`config.mk`:
```
export PLATFORM = sky130hd
export DESIGN_NAME = hgbc_grid_mem
export DESIGN_NICKNAME = d
export VERILOG_FILES = /design/src/sv/hgbc_pkg.sv /design/src/sv/hgbc_grid_mem.sv
export SDC_FILE = /design/constraint.sdc
export NUM_CORES = 2
export LEC_CHECK = 0
export BUFFER_PORTS_ARGS = -buffer_cell sky130_fd_sc_hd__buf_2
export CAP_MARGIN = 15
export CORE_ASPECT_RATIO = 1.4
export CORE_MARGIN = 5
export CORE_UTILIZATION = 45
export DETAILED_ROUTE_END_ITERATION = 6
export SYNTH_ARGS = -nofsm -noshare
export SYNTH_HDL_FRONTEND = slang
export SYNTH_MEMORY_MAX_BITS = 65536
export SYNTH_SLANG_ARGS = --single-unit
```
`constraint.sdc`:
```
create_clock -name clk -period 2.89 [get_ports clk]
set_input_delay 0.289 -clock clk [delete_from_list [all_inputs] [get_ports clk]]
set_output_delay 0.289 -clock clk [all_outputs]
set_load 0.02 [all_outputs]
```
`src/sv/hgbc_pkg.sv`:
```
// Shared types, codes and constants for the height grid compensator.
// No dependencies; imported by every module of the block.
`default_nettype none
package hgbc_pkg;

  // defaults for the top-level parameters
  localparam int MAX_SIDE_DEF  = 15;
  localparam int FRAC_BITS_DEF = 16;

  // fixed field widths
  localparam int HEIGHT_W = 20;
  localparam int POS_W    = 21;
  localparam int Z_W      = 24;
  localparam int RAD_W    = 20;
  localparam int EXT_W    = 23;
  localparam int ADDR_W   = 3;

  localparam logic signed [HEIGHT_W-1:0] UNSET_CODE = {1'b1, {(HEIGHT_W-1){1'b0}}};
  localparam logic signed [EXT_W-1:0] H_MAX       = 23'sd524287;
  localparam logic signed [EXT_W-1:0] EXT_NEG_INF = -23'sd4000000;
  localparam logic signed [EXT_W-1:0] EXT_POS_INF = 23'sd4000000;
  localparam logic signed [Z_W-1:0]   Z_MAX       = 24'sh7fffff;
  localparam logic signed [Z_W-1:0]   Z_MIN       = 24'sh800000;

  localparam logic [3:0]       SIDE_RESET = 4'd7;
  localparam logic [RAD_W-1:0] RAD_RESET  = 20'd50000;
  localparam logic [RAD_W-1:0] RAD_MIN    = 20'd1000;

  // register index decoded from paddr[2]
  localparam logic REG_SIDE   = 1'b0;
  localparam logic REG_RADIUS = 1'b1;

  // result status codes
  localparam logic [1:0] ST_OK    = 2'd0;
  localparam logic [1:0] ST_RANGE = 2'd1;
  localparam logic [1:0] ST_UNSET = 2'd2;

  typedef enum logic [1:0] {
    OP_WRITE = 2'd0,
    OP_CLEAR = 2'd1,
    OP_FILL  = 2'd2,
    OP_COMP  = 2'd3
  } op_t;

  typedef enum logic [3:0] {
    S_IDLE,
    S_EXEC,
    S_FILL_SCAN,
    S_FILL_RD,
    S_FILL_EXT,
    S_FILL_MED,
    S_DIV_X,
    S_DIV_Y,
    S_CELL,
    S_RD,
    S_MUL,
    S_SUM,
    S_DONE
  } state_t;

  // linear extrapolation 2*near - far with unset operands mapped to infinities
  function automatic logic signed [EXT_W-1:0] extrap(input logic signed [HEIGHT_W-1:0] nr,
                                                     input logic signed [HEIGHT_W-1:0] fr);
    logic signed [EXT_W-1:0] r;
    if (nr == UNSET_CODE) begin
      r = EXT_NEG_INF;
    end else if (fr == UNSET_CODE) begin
      r = EXT_POS_INF;
    end else begin
      r = (EXT_W'(nr) <<< 1) - EXT_W'(fr);
    end
    return r;
  endfunction

endpackage
`default_nettype wire

```
`src/sv/hgbc_grid_mem.sv`:
```
// Height grid storage: one write port, one registered read port.
// Per-entry valid flops make reset and clear immediate. Uses hgbc_pkg.
`default_nettype none
module hgbc_grid_mem
  import hgbc_pkg::*;
#(
  parameter int DEPTH = MAX_SIDE_DEF * MAX_SIDE_DEF,
  parameter int AW    = $clog2(MAX_SIDE_DEF * MAX_SIDE_DEF)
) (
  input  wire logic                       clk,
  input  wire logic                       rst,
  input  wire logic                       clear,
  input  wire logic                       we,
  input  wire logic [AW-1:0]              waddr,
  input  wire logic signed [HEIGHT_W-1:0] wdata,
  input  wire logic [AW-1:0]              raddr,
  output logic signed [HEIGHT_W-1:0]      rdata
);

  logic signed [HEIGHT_W-1:0] mem [DEPTH];
  logic [DEPTH-1:0]           valid;

  // storage array
  always_ff @(posedge clk) begin
    if (we) begin
      mem[waddr] <= wdata;
    end
  end

  // valid bits
  always_ff @(posedge clk) begin
    if (rst || clear) begin
      valid <= '0;
    end else if (we) begin
      valid[waddr] <= 1'b1;
    end
  end

  // registered read, unwritten entries read as unset
  always_ff @(posedge clk) begin
    rdata <= valid[raddr] ? mem[raddr] : UNSET_CODE;
  end

endmodule
`default_nettype wire

```
==> reports/qor.txt <==
Final Slew Violations - 0
Clock network power share - 0.399
Hold_sp - wdata[17]
Mux cell area share after synthesis - 0.1602
Drt initial violations - 12.29k
DIE HEIGHT - 764.5 um
Reg-to-Reg Start - valid[223]$_SDFFE_PP0P_
Reg clk slew, reported paths - 0.06 ns
Antenna-violating nets left - 0
Hold EP - mem[76][17]$_DFFE_PP_
Largest net degree at the start of global routing - 111
CP startpoint kind - flop
HPWL after DPL - 369.6 mm
HP Class - input pin to flop
Ys flop type - edfxtp_1
Net Switching - 31050 uW
Slack of the worst reg-to-reg path - -0.06 ns
First-pass GRT wire length - 792.3 mm
DIE AREA - 419700 sq um
Worst path arrival time - 3.81 ns
Synth Warn # - 0
Fraction of the mapped netlist area in compound gates - 0.02761
GR Util All Layers - 0.2706
Pre-CTS setup slack - -1.061 ns
Crit. End Element - flop
Syn Nets - 8762
Max Fclk - 0.3396 GHz
Routed wire length - 573.8 mm
Vias in the first global route - 97.92k
DR pass1 iterations - 7
IO Count - 60
Post-synthesis cell count - 8722
Sw frac - 0.2206
Sequential Power Share - 0.536
Final cell count without fillers - 15.78k
Routability cong. - 0.9267
Starting Density - 0.4509
Min-Delay Path Depth - 1
# rows - 277
Max FO, Critical Path - 12
R2R Path End - rdata[16]$_SDFF_PN0_
Placed cells - 14.96k
CP required - 3.76 ns
Max incr delay on CP - 0.51 ns
Worst reg-to-reg path cell count - 8
Post-Syn Area - 183000 sq um
Syn Area/Cell - 20.98 sq um
Num Clock Sinks - 4745
Clock latency at the later pin of the worst-skew pair - 1.03 ns
Routed len/inst - 36.36 um
Die X-Extent - 548.9 um
DR vias - 97.17k
Failing checks - DRC, setup timing
Largest family of logic cells by synthesized area - multiplexers
Htree depth - 5
GR Overflow Total - 0
RSZ-0062 raised after global routing - no
Ys async rst share - 0
TritonCTS clock tree - built
Worst vdd ir - 0.6740 mV
CP Cell Sequence - mux4_2 > o221ai_1 > a41o_1 > o41ai_2 > o211ai_1 > buf_4 > buf_4 > nor2_1
DR DRC count - 11
Synth Area in Simple Gates - 0.02693
Core area - 405800 sq um
Slowest cell on crit path - mux4_2
Internal power - 109700 uW
Critical path's top delay family - compound AO/OA/AOI/OAI gates
CP most frequent cell - buf_4
CP bufs+invs - 2
Synth Register Bits - 4745
Fin crit share - 1.019
Clk root buf - clkbuf_16
Register area share after synthesis - 0.7653
Vias per cell - 6.156
TritonCTS Buffers - 427
Area Growth Syn to Fin - 16.66%
Adder-cell share of the synthesized area - 0
Synth unique cells - 83
Slew headroom - 0.2080
# nets final - 10.01k
Port Buffers - 59
Power Density - 659.3 nW/um^2
Combinational cell fraction of total power - 0.065
Clk buf depth - 4
Post-synth EDFFs - 4500
Initial antenna violation count - 45
Worst Skew - 0.09886 ns
Critical path class - flop to flop
Layout cells sized above 1 - 0.3131
Most common cell after layout, fill and taps aside - edfxtp_1
Final hold viol count - 0
Commonest cells after routing, fill and taps aside - 4500 x edfxtp_1, 1025 x buf_4, 1021 x mux4_2
Final setup viols - 4
Leakage - 0.06918 uW
Status - finished, violations left
Postcts setup bufs - 0
Post-layout min period - 2.945 ns
Post-route setup slack - -0.05502 ns
Worst-Margin Slew - 1.188 ns
Post-synthesis xor/xnor area fraction - 0
MaxCap Viol Count - 0
[kinds of logic after synthesis]
logic type      Yosys count
flops                  4745
buf+inv                 521
mux                    1558
simple gates           1209
compound gates          689
[timing repair]
item / CTS / global route
resized for setup: 2 / 4
endpoints found under the hold margin: 627 / 0
hold buffers: 21 / 0
setup endpoints to repair: 4 / 8
gates cloned: 0 / 0
[cell type report]
cell class / count / area (sq um)
Clock buffer: 569 / 11560
Sequential cell: 4745 / 140000
Multi-Input combinational cell: 3456 / 39980
Inverter: 9 / 53.80
Antenna cell: 32 / 80.08
Timing Repair Buffer: 1331 / 12970
Clock inverter: 202 / 1998
Tap cell: 5440 / 6807
Fill cell: 31490 / 192400
[worst max-delay path by stage]
stage | startpoint | endpoint | cells after the start
finish | valid[223]$_SDFFE_PP0P_ | rdata[16]$_SDFF_PN0_ | 8
global route | mem[137][19]$_DFFE_PP_ | rdata[19]$_SDFF_PN1_ | 8
CTS | mem[74][2]$_DFFE_PP_ | rdata[2]$_SDFF_PN0_ | 7
detailed placement | raddr[0] | rdata[4]$_SDFF_PN0_ | 12
global placement | raddr[0] | rdata[2]$_SDFF_PN0_ | 11
floorplan | waddr[2] | mem[215][0]$_DFFE_PP_ | 5
[layer usage]
layer | track usage | wire, um | vias to the layer above
met1 | 0.3383 | 203800 | 52080
li1 | - | - | 38700
met5 | 0 | 116 | -
met2 | 0.4474 | 281300 | 5169
met4 | 0.1555 | 40700 | 20
met3 | 0.04771 | 47890 | 1194
[registers in the layout, summed over array words and instances, names as in the netlist]
signal	count
rdata	20
mem	4500
valid	225
[cells in the mapped netlist (29+ instances only)]
master / instances / area share
o21ai_0: 64 / 0.0018
buf_12: 29 / 0.0032
clkbuf_1: 155 / 0.0032
a22oi_1: 37 / 0.0015
a32oi_1: 46 / 0.0022
nand3_1: 71 / 0.0019
buf_6: 53 / 0.0033
nor3_1: 48 / 0.0013
mux2i_1: 454 / 0.025
edfxtp_1: 4500 / 0.74
buf_4: 82 / 0.0034
nand2_1: 317 / 0.0065
nor2_1: 684 / 0.014
buf_2: 141 / 0.0039
o22ai_1: 97 / 0.0033
mux4_2: 1021 / 0.13
a31oi_1: 34 / 0.0012
dfxtp_1: 245 / 0.027
mux4_1: 55 / 0.0079
a21oi_1: 106 / 0.0029
o221ai_1: 127 / 0.0061
[worst reg2reg max path, delay by kind of cell, from the launching register on]
kind	cells	cell delay [ns]
buf+inv	2	0.47
simple gates	1	0.04
compound gates	4	1.53
mux	1	0.51
flops	1	0.31
[per-stage QoR]
stage	setup TNS [ns]	total power (uW)	instance area [sq um]	hold WS, ns	util
6_report	-0.1894	140800	213500	0.01384	0.5260
5_1_grt	0	144400	213500	0.01535	0.5259
4_1_cts	0	141300	213400	0.004676	0.5258
3_5_place_dp	-13.70	86000	199600	0.4519	0.4918
3_3_place_gp	-14.44	85870	199600	0.4416	0.4918
2_1_floorplan	0	80720	183000	0.3879	-
[power by group through the flow]
stage                     logic [uW]  registers (uW)  clock network, uW
final                           9180           75500              56100
after global routing            9390           75400              59600
after CTS                       9120           75400              56800
after detailed placement        9080           76900                  0
after global placement          8960           76900                  0
after floorplan                 3830           76900                  0
No activity file was read; power rests on OpenSTA's default activity.
