===== config.mk =====
export PLATFORM = sky130hd
export DESIGN_NAME = hgbc_div
export DESIGN_NICKNAME = d
export VERILOG_FILES = /design/src/sv/hgbc_pkg.sv /design/src/sv/hgbc_div.sv
export SDC_FILE = /design/constraint.sdc
export NUM_CORES = 1
export LEC_CHECK = 0
export BUFFER_PORTS_ARGS = -buffer_cell sky130_fd_sc_hd__buf_2
export CAP_MARGIN = 20
export CORE_ASPECT_RATIO = 0.75
export CORE_UTILIZATION = 55
export DETAILED_ROUTE_END_ITERATION = 8
export PLACE_DENSITY = 0.91
export RECOVER_POWER = 100
export SKIP_LAST_GASP = 1
export SYNTH_ARGS = -nofsm -noshare
export SYNTH_HDL_FRONTEND = slang
export SYNTH_SLANG_ARGS = --single-unit

===== constraint.sdc =====
create_clock -name clk -period 3.6 [get_ports clk]
set_input_delay 0.36 -clock clk [delete_from_list [all_inputs] [get_ports clk]]
set_output_delay 0.36 -clock clk [all_outputs]
set_load 0.1 [all_outputs]

===== src/sv/hgbc_pkg.sv =====
// Shared types, codes and constants for the height grid compensator.
// No dependencies; imported by every module of the block.
`default_nettype none
package hgbc_pkg;

  // defaults for the top-level parameters
  localparam int MAX_SIDE_DEF  = 15;
  localparam int FRAC_BITS_DEF = 16;

  // fixed field widths
  localparam int HEIGHT_W = 20;
  localparam int POS_W    = 21;
  localparam int Z_W      = 24;
  localparam int RAD_W    = 20;
  localparam int EXT_W    = 23;
  localparam int ADDR_W   = 3;

  localparam logic signed [HEIGHT_W-1:0] UNSET_CODE = {1'b1, {(HEIGHT_W-1){1'b0}}};
  localparam logic signed [EXT_W-1:0] H_MAX       = 23'sd524287;
  localparam logic signed [EXT_W-1:0] EXT_NEG_INF = -23'sd4000000;
  localparam logic signed [EXT_W-1:0] EXT_POS_INF = 23'sd4000000;
  localparam logic signed [Z_W-1:0]   Z_MAX       = 24'sh7fffff;
  localparam logic signed [Z_W-1:0]   Z_MIN       = 24'sh800000;

  localparam logic [3:0]       SIDE_RESET = 4'd7;
  localparam logic [RAD_W-1:0] RAD_RESET  = 20'd50000;
  localparam logic [RAD_W-1:0] RAD_MIN    = 20'd1000;

  // register index decoded from paddr[2]
  localparam logic REG_SIDE   = 1'b0;
  localparam logic REG_RADIUS = 1'b1;

  // result status codes
  localparam logic [1:0] ST_OK    = 2'd0;
  localparam logic [1:0] ST_RANGE = 2'd1;
  localparam logic [1:0] ST_UNSET = 2'd2;

  typedef enum logic [1:0] {
    OP_WRITE = 2'd0,
    OP_CLEAR = 2'd1,
    OP_FILL  = 2'd2,
    OP_COMP  = 2'd3
  } op_t;

  typedef enum logic [3:0] {
    S_IDLE,
    S_EXEC,
    S_FILL_SCAN,
    S_FILL_RD,
    S_FILL_EXT,
    S_FILL_MED,
    S_DIV_X,
    S_DIV_Y,
    S_CELL,
    S_RD,
    S_MUL,
    S_SUM,
    S_DONE
  } state_t;

  // linear extrapolation 2*near - far with unset operands mapped to infinities
  function automatic logic signed [EXT_W-1:0] extrap(input logic signed [HEIGHT_W-1:0] nr,
                                                     input logic signed [HEIGHT_W-1:0] fr);
    logic signed [EXT_W-1:0] r;
    if (nr == UNSET_CODE) begin
      r = EXT_NEG_INF;
    end else if (fr == UNSET_CODE) begin
      r = EXT_POS_INF;
    end else begin
      r = (EXT_W'(nr) <<< 1) - EXT_W'(fr);
    end
    return r;
  endfunction

endpackage
`default_nettype wire


===== src/sv/hgbc_div.sv =====
// Restoring divider, one quotient bit per cycle, for the grid coordinate.
// Uses hgbc_pkg for the divisor width.
`default_nettype none
module hgbc_div
  import hgbc_pkg::*;
#(
  parameter int DW = 40
) (
  input  wire logic             clk,
  input  wire logic             rst,
  input  wire logic             start,
  input  wire logic [DW-1:0]    num,
  input  wire logic [RAD_W-1:0] den,
  output logic                  done,
  output logic [DW-1:0]         quot,
  output logic                  rem_nz
);

  localparam int CW = $clog2(DW + 1);

  logic             busy;
  logic [CW-1:0]    cnt;
  logic [DW-1:0]    nq;
  logic [RAD_W-1:0] rem;
  logic [RAD_W:0]   trial;
  logic             ge;

  // trial subtract
  always_comb begin
    trial = {rem, nq[DW-1]};
    ge    = trial >= {1'b0, den};
  end

  // control
  always_ff @(posedge clk) begin
    if (rst) begin
      busy <= 1'b0;
      done <= 1'b0;
      cnt  <= '0;
    end else begin
      done <= 1'b0;
      if (start) begin
        busy <= 1'b1;
        cnt  <= '0;
      end else if (busy) begin
        cnt <= cnt + 1'b1;
        if (cnt == CW'(DW - 1)) begin
          busy <= 1'b0;
          done <= 1'b1;
        end
      end
    end
  end

  // datapath: quotient bits shift into the dividend register
  always_ff @(posedge clk) begin
    if (start) begin
      nq  <= num;
      rem <= '0;
    end else if (busy) begin
      nq  <= {nq[DW-2:0], ge};
      rem <= ge ? RAD_W'(trial - {1'b0, den}) : RAD_W'(trial);
    end
  end

  assign quot   = nq;
  assign rem_nz = |rem;

endmodule
`default_nettype wire


==> flow_summary.yaml <==
status:
  status: "finished with violations"
  failed_checks: "capacitance limit, slew limit"
die:
  die_x_um: 101
  core_um2: 6930
  row_count: 26
  pin_count: 105
  die_h_um: 76.1
  dieArea_um2: 7660
  start_util: 0.580
clock_network:
  clockRootBuffer: "clkbuf_8"
  cts_resized: 0
  clockBufferDepth: 2
  numCtsBuffers: 9
  hold_buffers: 0
  postCtsSetupBuffers: 0
  cts_max_level: 3
  insertion_delay_ns: 0.36
  cts_tree: "done"
  clkTransAtPathRegs_ns: 0.09
  cts_sinks: 68
global_routing:
  overflow: 0
  grt_pass1_wl_um: 16700
  grt_max_degree: 41
  grt_pass1_vias: 3390
  grt_usage: 0.284
  antenna_found_initial: 0
worst_setup_path:
  critPathMaxFanout: 14
  cpPeakStageDelay_ns: 0.82
  crit_chain: "ha_1, a21oi_1, nand2_1, o211ai_1, a2111oi_1, nor3_2, buf_4, mux2i_1, a211oi_1"
  cp-start-kind: "flip-flop"
  cp-end-kind: "flip-flop"
  cp.required_ns: 3.75
  path_class: "flip-flop to flip-flop"
  slowest_stage: "nor3_2"
  cp.arrival_ns: 3.48
sta:
  worst_pin_slew_ns: 1.86
  timing.final.crit_period_ns: 3.33
  slew_headroom: -0.238
  rsz0062_at_grt: "false"
  hold_viol_final: 0
  setup_viol: 0
  period_share: 0.925
  setup-tns-final_ns: 0
  clock.fmax_mhz: 300
  finClkSkew_ns: 0.00844
  finalMaxSlewViolations: 39
route:
  wirelength_um: 10700
  firstDrtPassIters: 5
  met2_length_um: 4950
  drc: 0
  wire_per_inst_um: 17.9
  dr_wl_met3_um: 995
  antenna_left: 0
  dr.first_iter.drc_count: 297
  route.vias.total: 3559
  avgViaCountPerCell: 5.97
  routed.top_layer: "met4"
  drt-met1-wl_um: 4300
final_layout:
  regArea_um2: 1760
  area.growth.synth_to_final_pct: 18.9
  drive_gt1_frac: 0.251
  final_nets: 578
  multiInputGateArea_um2: 2080
  antenna_cells: 0
  nFillCells: 558
logic_synthesis:
  yosys.area_share.adder: 0.0703
  synth_compound_area_frac: 0.126
  synth_mux_area_frac: 0.145
  yosys.area_share.simple: 0.140
  synth_top_family_by_area: "multiplexers"
  seq_area_frac_synth: 0.438
  ys_warn_count: 0
  syn-cell-area_um2: 4020
  synth_fp_nets: 473
  synth_xor_area_frac: 0.0370
  avgSynthCellArea_um2: 10.4
  synth_cell_types: 54
  synth_edf_count: 40
  syn_inst: 388
  synthFlopType: "edfxtp_1"
  ys_ff_latch: 68
  async_flop_share: 0
placement:
  place_hpwl_um: 7580
  portBuffers: 104
  gp_congestion: 0.984
power:
  max-vdd-ir-drop_uv: 310
  pwr_density_cell_nw_per_um2: 517
  p_leak_nw: 1.95
  power_mw: 2.47
hold_path:
  hold_path.class: "input pin to flip-flop"
flow_run:
  cap_violations: 1
==> critical path: cells and delay by family, from the launching register on <==
kind	cells	cell delay, ns
and+or+nand+nor	2	0.92
AOI/OAI and AO/OA	4	0.89
DFF	1	0.43
buffers and inverters	1	0.34
adders and majority gates	1	0.32
muxes	1	0.21
==> layer usage <==
metal	vias up	track usage
met5	-	0
met4	0	0.113
met3	58	0.0835
met2	211	0.450
met1	1644	0.365
li1	1646	-
==> flip-flops by register name, indices dropped and copies added (netlist names) <==
name and count:
done 1, busy 1, quot 40, rem 20
cnt 6
==> stage by stage <==
step	hold slack, ns	setup WS (ns)	utilization	cells	instance area, um2
final	0.186	0.270	0.690	596	4780
after global routing	0.179	0.125	0.690	596	4780
after CTS	0.177	0.380	0.700	596	4850
after detailed placement	0.493	0.353	0.670	580	4650
after global placement	0.470	0.512	0.670	580	4650
after floorplan	0.432	0.546	-	388	4020
==> cell usage after synthesis, types with 3 or more instances <==
library cell,n,area share
a211oi_1,12,0.022
nor2_1,31,0.029
xor2_1,7,0.015
nand3_1,5,0.0062
buf_1,3,0.0028
mux2i_1,12,0.030
o31ai_1,3,0.0056
a21o_1,3,0.0056
buf_2,3,0.0037
clkbuf_1,10,0.0093
nor3_1,6,0.0075
nand2b_1,8,0.012
mux2_2,41,0.11
xnor2_1,10,0.022
nand4b_1,5,0.011
o211ai_1,8,0.015
edfxtp_1,40,0.30
dfxtp_1,28,0.14
inv_1,30,0.028
o21ai_0,18,0.022
nand2_1,20,0.019
a21oi_1,16,0.020
nand4_1,4,0.0062
ha_1,21,0.065
nor4_1,8,0.012
==> path summary, 6_finish.rpt <==
kind | startpoint | slack (ns) | cells after the start | end
hold / removal | rst | 0.19 | 2 | busy
hold reg to reg | rem[1] | 0.52 | 2 | rem[1]
setup / recovery | rem[3] | 0.27 | 9 | rem[8]
setup reg to reg | rem[3] | 0.27 | 9 | rem[8]
==> layout make-up <==
| class | instances | share of cell area |
|---|---|---|
| multi-input cells | 274 | 0.434 |
| flip-flops and latches | 68 | 0.368 |
| repair buffers | 110 | 0.105 |
| clock buffers | 9 | 0.0259 |
| well taps | 98 | 0.0256 |
| inverters | 30 | 0.0235 |
| clock inverters | 7 | 0.0173 |
==> cell usage in the layout, fill, tap and decap left out, types with 2 or more instances in the layout <==
cell / instances
inv_6: 3
a311oi_1: 3
and3_1: 2
nor2b_1: 2
nand4_1: 4
buf_2: 61
or3_1: 2
xor2_1: 7
nor2_1: 31
buf_4: 3
nor4b_1: 2
o31ai_1: 3
clkbuf_8: 9
clkbuf_1: 45
nor3_1: 6
clkinvlp_4: 2
a21oi_1: 16
mux2i_1: 12
ha_1: 21
nand3b_1: 2
a211oi_1: 12
edfxtp_1: 40
inv_1: 30
xnor2_1: 10
a21o_1: 3
nand3_1: 5
mux2_2: 39
o21ai_0: 19
nor4_1: 8
nand2_1: 20
o211ai_1: 8
nand4b_1: 5
nand2b_1: 8
dfxtp_1: 28
mux2_1: 2
==> kinds of logic (layout without fill, tap and decap cells) <==
group	count (synthesis)	count (layout)
buf+inv	46	156
simple gates	106	106
mux	53	53
xor+xnor	17	17
fa+ha+maj	22	22
compound gates	76	76
flops	68	68
==> power by group <==
group / total (mW) / switching [mW] / internal (mW)
Sequential: 0.958 / 0.0522 / 0.906
Combinational: 0.841 / 0.623 / 0.217
Clock: 0.672 / 0.340 / 0.332
Total: 2.47 / 1.02 / 1.45
Power figures use the tool's default switching activity.
